==> config.mk <==
export PLATFORM = sky130hd
export DESIGN_NAME = glyph_font_buffer_validator_core
export DESIGN_NICKNAME = d
export VERILOG_FILES = /design/src/gfbv_pkg.sv /design/src/gfbv_parse.sv /design/src/glyph_font_buffer_validator_core.sv
export VERILOG_INCLUDE_DIRS = /design/src /design/src/src
export SDC_FILE = /design/constraint.sdc
export NUM_CORES = 1
export LEC_CHECK = 0
export ABC_AREA = 1
export BUFFER_PORTS_ARGS = -buffer_cell sky130_fd_sc_hd__buf_2
export CELL_PAD_IN_SITES_DETAIL_PLACEMENT = 1
export CELL_PAD_IN_SITES_GLOBAL_PLACEMENT = 2
export CORE_UTILIZATION = 38
export CTS_BUF_LIST = sky130_fd_sc_hd__clkbuf_4 sky130_fd_sc_hd__clkbuf_8
export CTS_CLUSTER_DIAMETER = 40
export DETAILED_ROUTE_END_ITERATION = 7
export PLACE_DENSITY_LB_ADDON = 0.3
export SYNTH_ARGS = -nofsm -noshare
export SYNTH_HDL_FRONTEND = slang
export SYNTH_SLANG_ARGS = --single-unit
==> constraint.sdc <==
create_clock -name clk -period 9.2 [get_ports clk]
set_input_delay 1.84 -clock clk [delete_from_list [all_inputs] [get_ports clk]]
set_output_delay 1.84 -clock clk [all_outputs]
set_load 0.01 [all_outputs]
==> src/glyph_font_buffer_validator_core_assert.svh <==
// Assertion macros shared by the font buffer validator RTL.
// Each macro expects clk and rst_n to be visible where it is used.
`ifndef GLYPH_FONT_BUFFER_VALIDATOR_CORE_ASSERT_SVH
`define GLYPH_FONT_BUFFER_VALIDATOR_CORE_ASSERT_SVH

// Same-cycle implication.
`define GFBV_ASSERT_IMP(name, ante, cons, msg) \
  name: assert property (@(posedge clk) disable iff (!rst_n) (ante) |-> (cons)) \
    else $error(msg);

// Next-cycle implication.
`define GFBV_ASSERT_NXT(name, ante, cons, msg) \
  name: assert property (@(posedge clk) disable iff (!rst_n) (ante) |=> (cons)) \
    else $error(msg);

`endif

==> src/gfbv_pkg.sv <==
// Types and constants for the font buffer validator.
// No dependencies; used by gfbv_parse and the top level.
package gfbv_pkg;

  localparam int OFFS_W  = 20;
  localparam int COUNT_W = 18;

  localparam logic [OFFS_W-1:0]  OFFSET_MAX = '1;
  localparam logic [COUNT_W-1:0] COUNT_MAX  = '1;

  localparam logic [7:0] MAX_WIDTH    = 8'd128;
  localparam logic [7:0] MAX_HEIGHT   = 8'd64;
  localparam logic [7:0] ASCII_LOW    = 8'd32;
  localparam logic [7:0] ASCII_HIGH   = 8'd127;
  localparam int         MIN_BUF_BYTES = 5;

  typedef enum logic [2:0] {
    PH_LEAD = 3'd0,
    PH_CONT = 3'd1,
    PH_OFFS = 3'd2,
    PH_WID  = 3'd3,
    PH_HEI  = 3'd4,
    PH_STR  = 3'd5,
    PH_DATA = 3'd6
  } phase_t;

  typedef enum logic [2:0] {
    ST_OK         = 3'd0,
    ST_TOO_SMALL  = 3'd1,
    ST_BAD_UTF8   = 3'd2,
    ST_HDR_TRUNC  = 3'd3,
    ST_BAD_HDR    = 3'd4,
    ST_DATA_TRUNC = 3'd5
  } status_t;

  // Packed so that status lands in the lowest bits.
  typedef struct packed {
    logic [OFFS_W-1:0]  error_offset;
    logic [COUNT_W-1:0] non_ascii_count;
    logic [COUNT_W-1:0] glyph_count;
    status_t            status;
  } result_t;

  localparam int RES_W  = $bits(result_t);
  localparam int OUT_DW = ((RES_W + 7) / 8) * 8;

endpackage

==> src/gfbv_parse.sv <==
// Record parser of the font buffer validator: parse state and verdict logic.
// Depends on gfbv_pkg.
module gfbv_parse
  import gfbv_pkg::*;
#(
  parameter int MAX_BUFFER_BYTES = 1048576
) (
  input  logic       clk,
  input  logic       rst_n,
  input  logic       byte_valid,
  input  logic [7:0] byte_data,
  input  logic       byte_last,
  output logic       res_valid,
  output result_t    res
);

  localparam int POS_W = $clog2(MAX_BUFFER_BYTES + 1);
  localparam int CMP_W = (POS_W > OFFS_W) ? POS_W : OFFS_W;
  localparam logic [POS_W-1:0] POS_MAX = POS_W'(MAX_BUFFER_BYTES);
  localparam logic [POS_W-1:0] POS_SMALL = POS_W'(MIN_BUF_BYTES - 1);

  phase_t             phase_r, phase_nxt;
  logic [POS_W-1:0]   pos_r, pos_nxt;
  logic [OFFS_W-1:0]  rec_start_r, rec_start_nxt;
  logic [1:0]         cont_left_r, cont_left_nxt;
  logic [7:0]         width_r, width_nxt;
  logic [7:0]         height_r, height_nxt;
  logic [14:0]        data_left_r, data_left_nxt;
  logic [COUNT_W-1:0] rec_cnt_r, rec_cnt_nxt;
  logic [COUNT_W-1:0] wide_cnt_r, wide_cnt_nxt;
  status_t            err_r, err_nxt;

  logic [CMP_W-1:0]   pos_wide;
  logic [OFFS_W-1:0]  pos_sat;
  logic               lead_ok;
  logic [1:0]         lead_extra;
  logic [15:0]        data_prod;
  logic [8:0]         min_stride;
  logic               hdr_bad;

  always_comb begin
    pos_wide = CMP_W'(pos_r);
    pos_sat  = (pos_wide > CMP_W'(OFFSET_MAX)) ? OFFSET_MAX : pos_wide[OFFS_W-1:0];

    lead_ok    = 1'b1;
    lead_extra = 2'd0;
    if (byte_data[7] == 1'b0) begin
      lead_extra = 2'd0;
    end else if (byte_data[7:5] == 3'b110) begin
      lead_extra = 2'd1;
    end else if (byte_data[7:4] == 4'b1110) begin
      lead_extra = 2'd2;
    end else if (byte_data[7:3] == 5'b11110) begin
      lead_extra = 2'd3;
    end else begin
      lead_ok = 1'b0;
    end

    data_prod  = 16'(byte_data) * 16'(width_r);
    min_stride = (9'(height_r) + 9'd7) >> 3;
    hdr_bad    = (width_r == 8'd0) || (height_r == 8'd0) || (width_r > MAX_WIDTH) ||
                 (height_r > MAX_HEIGHT) || (9'(byte_data) < min_stride);
  end

  always_comb begin
    phase_nxt     = phase_r;
    pos_nxt       = pos_r;
    rec_start_nxt = rec_start_r;
    cont_left_nxt = cont_left_r;
    width_nxt     = width_r;
    height_nxt    = height_r;
    data_left_nxt = data_left_r;
    rec_cnt_nxt   = rec_cnt_r;
    wide_cnt_nxt  = wide_cnt_r;
    err_nxt       = err_r;
    res_valid     = 1'b0;
    res           = '0;

    if (byte_valid) begin
      if (err_r == ST_OK) begin
        unique case (phase_r)
          PH_LEAD: begin
            rec_start_nxt = pos_sat;
            if (!lead_ok) begin
              err_nxt = ST_BAD_UTF8;
            end else begin
              // Counting at the lead byte is safe: an unfinished record ends in an error.
              if (rec_cnt_r < COUNT_MAX) rec_cnt_nxt = rec_cnt_r + COUNT_W'(1);
              if (((byte_data < ASCII_LOW) || (byte_data > ASCII_HIGH)) &&
                  (wide_cnt_r < COUNT_MAX)) begin
                wide_cnt_nxt = wide_cnt_r + COUNT_W'(1);
              end
              cont_left_nxt = lead_extra;
              phase_nxt     = (lead_extra != 2'd0) ? PH_CONT : PH_OFFS;
            end
          end
          PH_CONT: begin
            if (cont_left_r <= 2'd1) begin
              cont_left_nxt = 2'd0;
              phase_nxt     = PH_OFFS;
            end else begin
              cont_left_nxt = cont_left_r - 2'd1;
            end
          end
          PH_OFFS: phase_nxt = PH_WID;
          PH_WID: begin
            width_nxt = byte_data;
            phase_nxt = PH_HEI;
          end
          PH_HEI: begin
            height_nxt = byte_data;
            phase_nxt  = PH_STR;
          end
          PH_STR: begin
            if (hdr_bad) begin
              err_nxt = ST_BAD_HDR;
            end else begin
              data_left_nxt = data_prod[14:0];
              phase_nxt     = (data_prod[14:0] == 15'd0) ? PH_LEAD : PH_DATA;
            end
          end
          default: begin
            if (data_left_r <= 15'd1) begin
              data_left_nxt = 15'd0;
              phase_nxt     = PH_LEAD;
            end else begin
              data_left_nxt = data_left_r - 15'd1;
            end
          end
        endcase
      end

      pos_nxt = (pos_r < POS_MAX) ? pos_r + POS_W'(1) : POS_MAX;

      if (byte_last) begin
        res_valid = 1'b1;
        if (pos_r < POS_SMALL) begin
          res.status = ST_TOO_SMALL;
        end else if (err_nxt != ST_OK) begin
          res.status       = err_nxt;
          res.error_offset = rec_start_nxt;
        end else if (phase_nxt == PH_DATA) begin
          res.status       = ST_DATA_TRUNC;
          res.error_offset = rec_start_nxt;
        end else if (phase_nxt != PH_LEAD) begin
          res.status       = ST_HDR_TRUNC;
          res.error_offset = rec_start_nxt;
        end else begin
          res.status          = ST_OK;
          res.glyph_count     = rec_cnt_nxt;
          res.non_ascii_count = wide_cnt_nxt;
        end

        // The buffer is done; start the next one from scratch.
        phase_nxt     = PH_LEAD;
        pos_nxt       = '0;
        rec_start_nxt = '0;
        cont_left_nxt = '0;
        width_nxt     = '0;
        height_nxt    = '0;
        data_left_nxt = '0;
        rec_cnt_nxt   = '0;
        wide_cnt_nxt  = '0;
        err_nxt       = ST_OK;
      end
    end
  end

  always_ff @(posedge clk) begin
    if (!rst_n) begin
      phase_r     <= PH_LEAD;
      pos_r       <= '0;
      rec_start_r <= '0;
      cont_left_r <= '0;
      width_r     <= '0;
      height_r    <= '0;
      data_left_r <= '0;
      rec_cnt_r   <= '0;
      wide_cnt_r  <= '0;
      err_r       <= ST_OK;
    end else begin
      phase_r     <= phase_nxt;
      pos_r       <= pos_nxt;
      rec_start_r <= rec_start_nxt;
      cont_left_r <= cont_left_nxt;
      width_r     <= width_nxt;
      height_r    <= height_nxt;
      data_left_r <= data_left_nxt;
      rec_cnt_r   <= rec_cnt_nxt;
      wide_cnt_r  <= wide_cnt_nxt;
      err_r       <= err_nxt;
    end
  end

endmodule

==> src/glyph_font_buffer_validator_core.sv <==
// Channel  | Dir | Handshake             | Payload
// in       | in  | in_tvalid/in_tready   | in_tdata[7:0] data_byte, in_tlast last_byte
// out      | out | out_tvalid/out_tready | out_tdata: status, glyph_count,
//          |     |                       |   non_ascii_count, error_offset
//
// One byte per cycle can be taken while in_tready is high; each byte is held in the input register and
// is checked by gfbv_parse at the next edge, where a last byte's verdict enters the queue.
// out_tvalid is high whenever the queue holds a verdict.
// The result queue holds three verdicts. in_tready drops only while the queue is full, or
// holds two verdicts with a last byte staged; a receiver that never stalls never stalls us.
// Reset is synchronous and active low.
// Top level of the font buffer validator; depends on gfbv_pkg, gfbv_parse and the
// assertion macro header.
`include "glyph_font_buffer_validator_core_assert.svh"

module glyph_font_buffer_validator_core
  import gfbv_pkg::*;
#(
  parameter int MAX_BUFFER_BYTES = 1048576
) (
  input  logic              clk,
  input  logic              rst_n,
  input  logic              in_tvalid,
  output logic              in_tready,
  input  logic [7:0]        in_tdata,   // [7:0] data_byte
  input  logic              in_tlast,   // last_byte
  output logic              out_tvalid,
  input  logic              out_tready,
  output logic [OUT_DW-1:0] out_tdata   // status, glyph_count, non_ascii_count,
                                        // error_offset, then zero fill
);

  logic       stage_valid_r, stage_valid_nxt;
  logic [7:0] stage_data_r, stage_data_nxt;
  logic       stage_last_r, stage_last_nxt;

  logic [1:0] q_cnt_r, q_cnt_nxt;
  result_t    q0_r, q0_nxt;
  result_t    q1_r, q1_nxt;
  result_t    q2_r, q2_nxt;
  logic [1:0] fill;

  logic       in_fire;
  logic       pop;
  logic       res_valid;
  result_t    res;

  // Accept only when a verdict from both the staged byte and the new one has room.
  assign in_tready = (q_cnt_r != 2'd3) &&
                     !((q_cnt_r == 2'd2) && stage_valid_r && stage_last_r);
  assign in_fire   = in_tvalid && in_tready;
  assign pop       = (q_cnt_r != 2'd0) && out_tready;

  gfbv_parse #(
    .MAX_BUFFER_BYTES(MAX_BUFFER_BYTES)
  ) u_parse (
    .clk       (clk),
    .rst_n     (rst_n),
    .byte_valid(stage_valid_r),
    .byte_data (stage_data_r),
    .byte_last (stage_last_r),
    .res_valid (res_valid),
    .res       (res)
  );

  always_comb begin
    stage_valid_nxt = in_fire;
    stage_data_nxt  = in_fire ? in_tdata : stage_data_r;
    stage_last_nxt  = in_fire ? in_tlast : stage_last_r;

    // The queue shifts toward q0 on a pop; a new verdict lands behind the survivors.
    fill      = pop ? q_cnt_r - 2'd1 : q_cnt_r;
    q0_nxt    = pop ? q1_r : q0_r;
    q1_nxt    = pop ? q2_r : q1_r;
    q2_nxt    = q2_r;
    q_cnt_nxt = fill;

    if (res_valid) begin
      q_cnt_nxt = fill + 2'd1;
      unique case (fill)
        2'd0:    q0_nxt = res;
        2'd1:    q1_nxt = res;
        default: q2_nxt = res;
      endcase
    end
  end

  always_ff @(posedge clk) begin
    if (!rst_n) begin
      stage_valid_r <= 1'b0;
      q_cnt_r       <= 2'd0;
    end else begin
      stage_valid_r <= stage_valid_nxt;
      q_cnt_r       <= q_cnt_nxt;
    end
  end

  always_ff @(posedge clk) begin
    stage_data_r <= stage_data_nxt;
    stage_last_r <= stage_last_nxt;
    q0_r         <= q0_nxt;
    q1_r         <= q1_nxt;
    q2_r         <= q2_nxt;
  end

  assign out_tvalid = (q_cnt_r != 2'd0);
  assign out_tdata  = OUT_DW'(q0_r);

  `GFBV_ASSERT_IMP(a_full_blocks_input, q_cnt_r == 2'd3, !in_tready,
                   "byte taken while the result queue is full")
  `GFBV_ASSERT_IMP(a_verdict_has_room, stage_valid_r && stage_last_r, q_cnt_r != 2'd3,
                   "verdict would overflow the result queue")
  `GFBV_ASSERT_IMP(a_counts_only_ok, (q_cnt_r != 2'd0) && (q0_r.status != ST_OK),
                   (q0_r.glyph_count == '0) && (q0_r.non_ascii_count == '0),
                   "counts nonzero on error verdict")
  `GFBV_ASSERT_NXT(a_held_verdict_stays, (q_cnt_r != 2'd0) && !out_tready,
                   (q_cnt_r != 2'd0) && $stable(q0_r), "verdict changed while stalled")

endmodule

After elaboration in Yosys (flattened, before gate mapping)
Index checks and enable logic that the tools add are counted.

storage, ports and cells
  output and inout port bits = 66
  ROM bits = 0
  word-level logic and storage cells = 175
  bits in writable memories = 0
  memories = 0
  latch bits = 0
  register bits = 305
  input bits = 13

cells by class
  divide/modulo/power cells = 0
  reduce and logical (&&, ||, !) cells = 33
  add/sub/neg operators = 8
  equality and inequality tests = 15
  mux-type cells = 79
  $lt $le $gt $ge = 12
  multiply operators = 1
  shift operators = 0
  bitwise operators = 1

operator list
  cell                                                                                count
  59-bit two-way mux                                                                  8
  18-bit two-way mux                                                                  10
  20-bit two-way mux                                                                  7
  36-bit two-way mux                                                                  3
  15-bit two-way mux                                                                  4
  56-bit two-way mux                                                                  1
  3-bit two-way mux                                                                   16
  8-bit two-way mux                                                                   6
  21-bit two-way mux                                                                  2
  18-bit by 1-bit adder with 18-bit output (second input constant)                    2
  18-bit < comparator (second input constant)                                         2
  15-bit one-hot mux with 2 select lines                                              1
  2-bit two-way mux                                                                   12
  21-bit by 1-bit adder with 21-bit output (second input constant)                    1
  21-bit by 20-bit greater-than comparator with 1-bit output (second input constant)  1
  21-bit < comparator (second input constant)                                         1
  21-bit by 3-bit < comparator with 1-bit output (second input constant)              1
  3-bit one-hot mux with 6 select lines                                               1
  8-bit by 7-bit greater-than comparator with 1-bit output (second input constant)    2
  8-bit zero test                                                                     2
  15-bit by 1-bit <= comparator with 1-bit output (second input constant)             1
  15-bit zero test                                                                    1
  8-bit by 8-bit multiplier with 15-bit output                                        1
  15-bit by 1-bit subtractor with 15-bit output (second input constant)               1
  other kinds (34)                                                                    62

Logic depth before layout (Yosys ltp)
Gate-level depths: netlist (run 1).

  depth in word-level cells = 20
  gate-level depth with buffers = 34
  mapped depth without buffers = 32

By module
From an unflattened synthesis (run 1), not the netlist that was laid out.

unflattened totals
  cells, all modules = 2355
  area total of the unflattened synthesis = 17048.9 µm²

modules (own cells, without submodules)
  module                            sequential area each (µm²)  times used  area each (µm²)  cells an instance
  gfbv_parse                        2322.2                      1           9380.2           1459
  glyph_font_buffer_validator_core  4464.3                      1           7668.6           896

Worst setup path after synthesis (run 1)
Ideal clock, no wire load.

  path kind = input to register
  start point = input port out_tready
  end point = register q2_r[0] (netlist name), enable pin
  arrival = 7581 ps
  data required time = 8652 ps
  library setup time = 548 ps
  setup slack = 1071 ps
  buffers on the path = 5
  stages = 9
  path through = clkbuf_1 -> nand2_1 -> clkbuf_1 -> clkbuf_1 -> a21oi_1 -> ha_1 -> clkbuf_1 -> clkbuf_1 -> nor3_1

on the way
  cells in the longest elaborated chain, start to end = 6
  elaborated cells on any way between the ends = 7
  those cells by class = 1 x eq/ne; 1 x mux; 1 x bitwise; 4 x reduce/logical

RTL lines
  what                                                                                      line                                     RTL
  start, declared                                                                           glyph_font_buffer_validator_core.sv:28   input logic out_tready,
  1-bit logical AND *                                                                       glyph_font_buffer_validator_core.sv:52   assign pop = (q_cnt_r != 2'd0) && out_tready;
  2-bit two-way mux *                                                                       glyph_font_buffer_validator_core.sv:72   fill = pop ? q_cnt_r - 2'd1 : q_cnt_r;
  2-bit by 1-bit equality test with 1-bit output / 2-bit zero test (equally long branches)  glyph_font_buffer_validator_core.sv:80   unique case (fill)
  2-bit OR reduction (no line) *                                                            -
  1-bit NOT (no line) *                                                                     -
  2-bit AND reduction (no line) *                                                           -
  end signal, assigned                                                                      glyph_font_buffer_validator_core.sv:103  q2_r <= q2_nxt;
  end, declared                                                                             glyph_font_buffer_validator_core.sv:40   result_t q2_r, q2_nxt;

Every way passes the cells marked *; elsewhere a longest branch is shown, timed or not.
A chain may end at the register's enable or synchronous reset.

==> out/results.ini, run 1 <==
[power_and_ir_drop]
leakage_nw=8.78
p_per_area_nw_per_um2=237
swShare=0.333
internal_power_w=0.00308
power.switching_w=0.00154
seqPwrFrac=0.390
irDropWorstVdd_mv=0.110
power_frac_comb=0.269
pwr-share-clk=0.341

[place]
dp_hpwl_um=34100
placed_area_sq_um=18100
gp_congestion=0.812
io_buffers=73

[floorplanning]
die_w_um=216
die_h_um=216
ios=79
start_util=0.389
dieArea_sq_um=46500
rows=77
coreArea_sq_um=44600

[yosys]
ys_seq_elements=305
synth_ff_type=dfxtp_1
ys_types=52
synthArstFlopShare=0
synth.avg_cell_area_sq_um=7.55
synth_edf_count=68
yosysWarnings=0
ys_seq_area_frac=0.391
syn_inst=2296
syn-cell-area_sq_um=17300

[layout]
drive_gt1_frac=0.152
fillers=5586
area.sequential_sq_um=6790
final_common_cell=nand2_1
most-common-layout-cells=565 x nand2_1, 328 x inv_1, 237 x dfxtp_1
multi_input_area_sq_um=8780
stdcell_area_sq_um=19500
nets=2438
fin_util=0.437
syn2layout_area_growth_pct=12.3
num_antenna_cells=0

[critical_path]
slowest_delay_ps=740
path_common_cell=nand2_1
r2r_slack_ps=2770
path_class=reg2reg
critPathMaxFanout=38
rr_endpoint=q2_r[50]$_DFFE_PP_
r2r_start=stage_data_r[7]$_DFFE_PP_
ff2ff_path_depth=30
arrival_ps=6780
end_kind=flop
cp_slowest_cell=edfxtp_1
cp-start-kind=flop
required_ps=9550

[drt]
ant_nets=0
num_vias=14900
wl_per_cell_um=16.4
drc_errors=0
first_iter_violations=703
drt-pass1-iter-count=5
avgViaCountPerCell=5.01
drt_wl_total_um=48900

[clocking]
clockBufferDepth=3
cts_setup_buffers=0
cts_tree=built
hold_buffers=0
cts_sinks=305
cts_made_buffers=66
cts_max_level=3
root_buffer=clkbuf_8
clk_latency_ps=620
path_clk_slew_ps=60
cts-resized-gates=0

[sta]
finalHoldViolCount=0
period_needed_ps=6430
holdWs_ps=454
max_freq_mhz=155
finalSetupTns_ps=0
skew_ps=24.8
final_max_slew_viol_count=0
setup_viol=0
period_share=0.699
max_slew_margin=0.288
tightest_slew_ps=1070
rsz0062_at_grt=false

[global_routing]
grt_pass1_wl_um=81500
grt_pass1_vias=15900
grt_max_degree=87
antenna_found_initial=0
grt_overflow=0
gr-usage-all-layers=0.216

[min_path]
hold_depth=2
hold_start=u_parse.err_r[0]$_SDFFE_PN0P_
hold_end=u_parse.err_r[0]$_SDFFE_PN0P_
hold_path.class=reg2reg

[job]
drv_cap=0

[run_status]
status=complete, no violations

## logic make-up after synthesis
| family | after synthesis | share of synthesized area |
|---|---|---|
| buf+inv | 455 | 0.106 |
| mux | 80 | 0.0519 |
| other cells | 1 | 0.000216 |
| fa+ha+maj | 84 | 0.0757 |
| flops | 305 | 0.391 |
| compound gates | 338 | 0.109 |
| xor+xnor | 39 | 0.0197 |
| simple gates | 994 | 0.247 |
## per-layer routing
layer | vias to the layer above | GRT usage | part of all wire
li1 | 7463 | - | -
met1 | 7187 | 0.273 | 0.47
met2 | 200 | 0.368 | 0.47
met3 | 95 | 0.0400 | 0.032
met4 | 0 | 0.0707 | 0.027
met5 | - | 0 | 0
## critical path, delay by kind of cell, from the launching register on
kind | cells | cell delay, ps
flip-flops | 1 | 740
adder cells (fa/ha/maj) | 5 | 2340
AO/OA/AOI/OAI | 1 | 150
buffers and inverters | 6 | 1250
AND/OR/NAND/NOR | 18 | 1640
## area by class of cell
| type | instances | share of cell area |
|---|---|---|
| clock inverter | 22 | 0.0103 |
| sequential | 305 | 0.348 |
| multi-input combinational | 1540 | 0.451 |
| timing repair buffer | 88 | 0.0245 |
| inverter | 340 | 0.0655 |
| tap | 592 | 0.0380 |
| clock buffer | 96 | 0.0624 |
## Yosys cell counts (8+ instances only)
cell | n | share of area
nand2_1 | 566 | 0.12
inv_1 | 331 | 0.072
dfxtp_1 | 237 | 0.27
nor2_1 | 206 | 0.045
a21oi_1 | 158 | 0.046
nand3_1 | 99 | 0.029
clkbuf_1 | 83 | 0.018
mux2_2 | 80 | 0.052
edfxtp_1 | 68 | 0.12
o21ai_0 | 53 | 0.015
ha_1 | 49 | 0.035
o21ai_1 | 46 | 0.013
fa_1 | 35 | 0.040
nand3_2 | 30 | 0.017
a211oi_1 | 27 | 0.012
xor2_1 | 27 | 0.014
nand4_1 | 26 | 0.0094
a31oi_1 | 24 | 0.0087
nor3_1 | 21 | 0.0061
buf_2 | 16 | 0.0046
xnor2_1 | 12 | 0.0061
nor4_1 | 11 | 0.0040
nor2_2 | 9 | 0.0032
buf_4 | 8 | 0.0035
inv_2 | 8 | 0.0017
nand2_2 | 8 | 0.0029
## how the worst max path moves through the flow
stage | startpoint | to | slack [ps] | depth (start not counted)
floorplan | out_tready | q2_r[0]$_DFFE_PP_ | 1070 | 9
CTS | stage_data_r[4]$_DFFE_PP_ | q2_r[46]$_DFFE_PP_ | 2800 | 29
global placement | stage_data_r[7]$_DFFE_PP_ | q2_r[43]$_DFFE_PP_ | 2940 | 30
detailed placement | stage_data_r[7]$_DFFE_PP_ | q2_r[40]$_DFFE_PP_ | 2790 | 30
finish | stage_data_r[7]$_DFFE_PP_ | q2_r[50]$_DFFE_PP_ | 2770 | 30
global route | stage_data_r[4]$_DFFE_PP_ | q2_r[16]$_DFFE_PP_ | 2310 | 27
## sequential cells by signal, summed over array words and instances (netlist names), 8 cells and up
register             count
u_parse.data_left_r     15
u_parse.width_r          8
u_parse.pos_r           21
u_parse.rec_cnt_r       18
u_parse.height_r         8
q2_r                    59
u_parse.wide_cnt_r      18
q1_r                    59
stage_data_r             8
out_tdata               59
u_parse.rec_start_r     20
## power groups by stage
stage	sequential, W	combinational (W)	clock, W
final	0.00180	0.00124	0.00158
after global routing	0.00183	0.00139	0.00170
after CTS	0.00181	0.00126	0.00163
after detailed placement	0.00183	0.00125	0
after global placement	0.00181	0.00120	0
after floorplan	0.00182	0.000874	0
## metrics by stage
stage | cells | setup WS, ps | total power [W]
after floorplan | 2300 | 1070 | 0.00270
after global placement | 2865 | 2940 | 0.00302
after detailed placement | 2865 | 2790 | 0.00308
after CTS | 2983 | 2800 | 0.00470
after global routing | 2983 | 2310 | 0.00492
final | 2983 | 2770 | 0.00462
Note: power is estimated with default switching activity, not from simulation.
==> run 2, diff against run 1 <==
--- a/config.mk
+++ b/config.mk
@@ -10,7 +10,7 @@
 export BUFFER_PORTS_ARGS = -buffer_cell sky130_fd_sc_hd__buf_2
 export CELL_PAD_IN_SITES_DETAIL_PLACEMENT = 1
 export CELL_PAD_IN_SITES_GLOBAL_PLACEMENT = 2
-export CORE_UTILIZATION = 38
+export CORE_UTILIZATION = 34
 export CTS_BUF_LIST = sky130_fd_sc_hd__clkbuf_4 sky130_fd_sc_hd__clkbuf_8
 export CTS_CLUSTER_DIAMETER = 40
 export DETAILED_ROUTE_END_ITERATION = 7
==> constraint.sdc (replaced) <==
create_clock -name clk -period 5.5 [get_ports clk]
set_input_delay 1.1 -clock clk [delete_from_list [all_inputs] [get_ports clk]]
set_output_delay 1.1 -clock clk [all_outputs]
set_load 0.01 [all_outputs]
==> run 2 against run 1 <==
Worst setup slack got worse by 2600 ps. Critical path depth fell by 1. Sequential share of layout area fell by 1.6 points. Critical endpoint is now out_tdata[34]$_DFF_P_. Utilization fell by 3.0 points. Count of clock-buffer cells in the layout fell by 5. Largest power group unchanged. Wire length rose by 2.5%.
==> out/results.ini, run 2 (synthesized netlist as in run 1, its figures left out) <==
[layout]
multi_input_area_sq_um=9190
drive_gt1_frac=0.198
nets=2485
fillers=6179
area.sequential_sq_um=6790
num_antenna_cells=0
final_common_cell=nand2_1
fin_cells=3110
most-common-layout-cells=549 x nand2_1, 322 x inv_1, 237 x dfxtp_1
syn2layout_area_growth_pct=17.8

[global_routing]
grt_max_degree=80
grt_overflow=0
grt_pass1_vias=15800
gr-usage-all-layers=0.192
grt_pass1_wl_um=82100
antenna_found_initial=1

[clocking]
cts_made_buffers=59
path_clk_slew_ps=60
cts_tree=built
hold_buffers=0
cts_max_level=2
clk_latency_ps=660
clockBufferDepth=3
cts_sinks=305
root_buffer=clkbuf_8

[critical_path]
r2r_start=stage_data_r[3]$_DFFE_PP_
critPathMaxFanout=8
required_ps=6070
cp_slowest_cell=fa_1
arrival_ps=5860
cp-start-kind=flop
slowest_delay_ps=580
path_delay_family=adder cells
path_class=reg2reg
end_kind=flop
worstSetupStartpoint=stage_data_r[3]$_DFFE_PP_
path_buf_inv=7

[drt]
first_iter_violations=546
avgViaCountPerCell=4.86
wl_per_cell_um=16.1
drc_errors=0
ant_nets=0
drt-pass1-iter-count=4
num_vias=15100
drt_wl_total_um=50100

[power_and_ir_drop]
power.switching_w=0.00262
internal_power_w=0.00521
seqPwrFrac=0.385
leakage_nw=9.07
pwr-share-clk=0.320
swShare=0.335
irDropWorstVdd_mv=0.167
power_frac_comb=0.294
p_per_area_nw_per_um2=383
power.total_w=0.00783

[place]
dp.cells=2971
io_buffers=73
gp_congestion=0.848
dp_hpwl_um=35300

[sta]
period_share=0.962
finalHoldViolCount=0
finalSetupTns_ps=0
tightest_slew_ps=904
setup_viol=0
final_max_slew_viol_count=0
skew_ps=21.5
max_freq_mhz=189
max_slew_margin=0.396
holdWs_ps=456
period_needed_ps=5290
rsz0062_at_grt=true

[floorplanning]
dieArea_sq_um=51900
die_h_um=228
ios=79
rows=82
die_w_um=228
start_util=0.345
coreArea_sq_um=50300

[job]
drv_cap=0

[min_path]
hold_start=u_parse.err_r[0]$_SDFFE_PN0P_
hold_path.class=reg2reg

[run_status]
status=complete, no violations

[run 2: changes by cell type in the layout (fill, tap and decap cells not counted), sizes merged]
| cell | change |
|---|---|
| clkinv | -1 |
| nand2 | +1 |
| inv | +1 |
| buf | +51 |
| clkinvlp | -2 |
| clkbuf | -3 |
[run 2: power by group through the flow]
stage	Sequential [W]	Clock [W]	Combinational (W)
after floorplan	0.00307	0	0.00150
after global placement	0.00305	0	0.00215
after detailed placement	0.00307	0	0.00223
after CTS	0.00302	0.00259	0.00229
after global routing	0.00307	0.00270	0.00258
final	0.00302	0.00251	0.00231
[run 2: layout make-up]
cell class,count,share of cell area
timing repair buffer,141,0.0492
sequential,305,0.332
tap,672,0.0412
inverter,340,0.0626
multi-input combinational,1541,0.450
clock buffer,91,0.0552
clock inverter,20,0.00968
[run 2: metal layers]
| layer | part of all wire | GRT usage | wire length (um) | vias to the layer above |
|---|---|---|---|---|
| li1 | - | - | - | 7564 |
| met1 | 0.46 | 0.243 | 23100 | 7261 |
| met2 | 0.49 | 0.338 | 24600 | 187 |
| met3 | 0.028 | 0.0299 | 1380 | 88 |
| met4 | 0.022 | 0.0522 | 1110 | 0 |
| met5 | 0 | 0 | 0 | - |
[run 2: path summary, 6_finish.rpt]
path                              endpoint  slack [ps]  cells after the start
max                  out_tdata[34]$_DFF_P_         210                     29
min          u_parse.err_r[0]$_SDFFE_PN0P_         460                      2
max reg2reg          out_tdata[34]$_DFF_P_         210                     29
min reg2reg  u_parse.err_r[0]$_SDFFE_PN0P_         460                      2
[run 2: what timing repair did]
| action | in CTS | in global routing |
|---|---|---|
| gates resized for setup | 8 | 92 |
| gates cloned | 1 | 4 |
| endpoints found under the setup margin | 80 | 172 |
| buffers inserted | 10 | 14 |
| pin swaps | 1 | 47 |
[run 2: worst register-to-register path, delay by kind of cell, from the launching register on]
| family | cells | cell delay [ps] |
|---|---|---|
| AO/OA/AOI/OAI | 1 | 190 |
| adder cells (fa/ha/maj) | 5 | 2150 |
| buffers and inverters | 7 | 840 |
| flip-flops | 1 | 500 |
| AND/OR/NAND/NOR | 16 | 1520 |
[run 2: metrics by stage]
stage          area [sq um]  setup slack (ps)   util
3_3_place_gp          18400             -43.1  0.366
6_report              20400               212  0.406
2_1_floorplan         17400               436      -
3_5_place_dp          18400              -194  0.366
4_1_cts               19900              12.5  0.396
5_1_grt               20400             -88.4  0.406
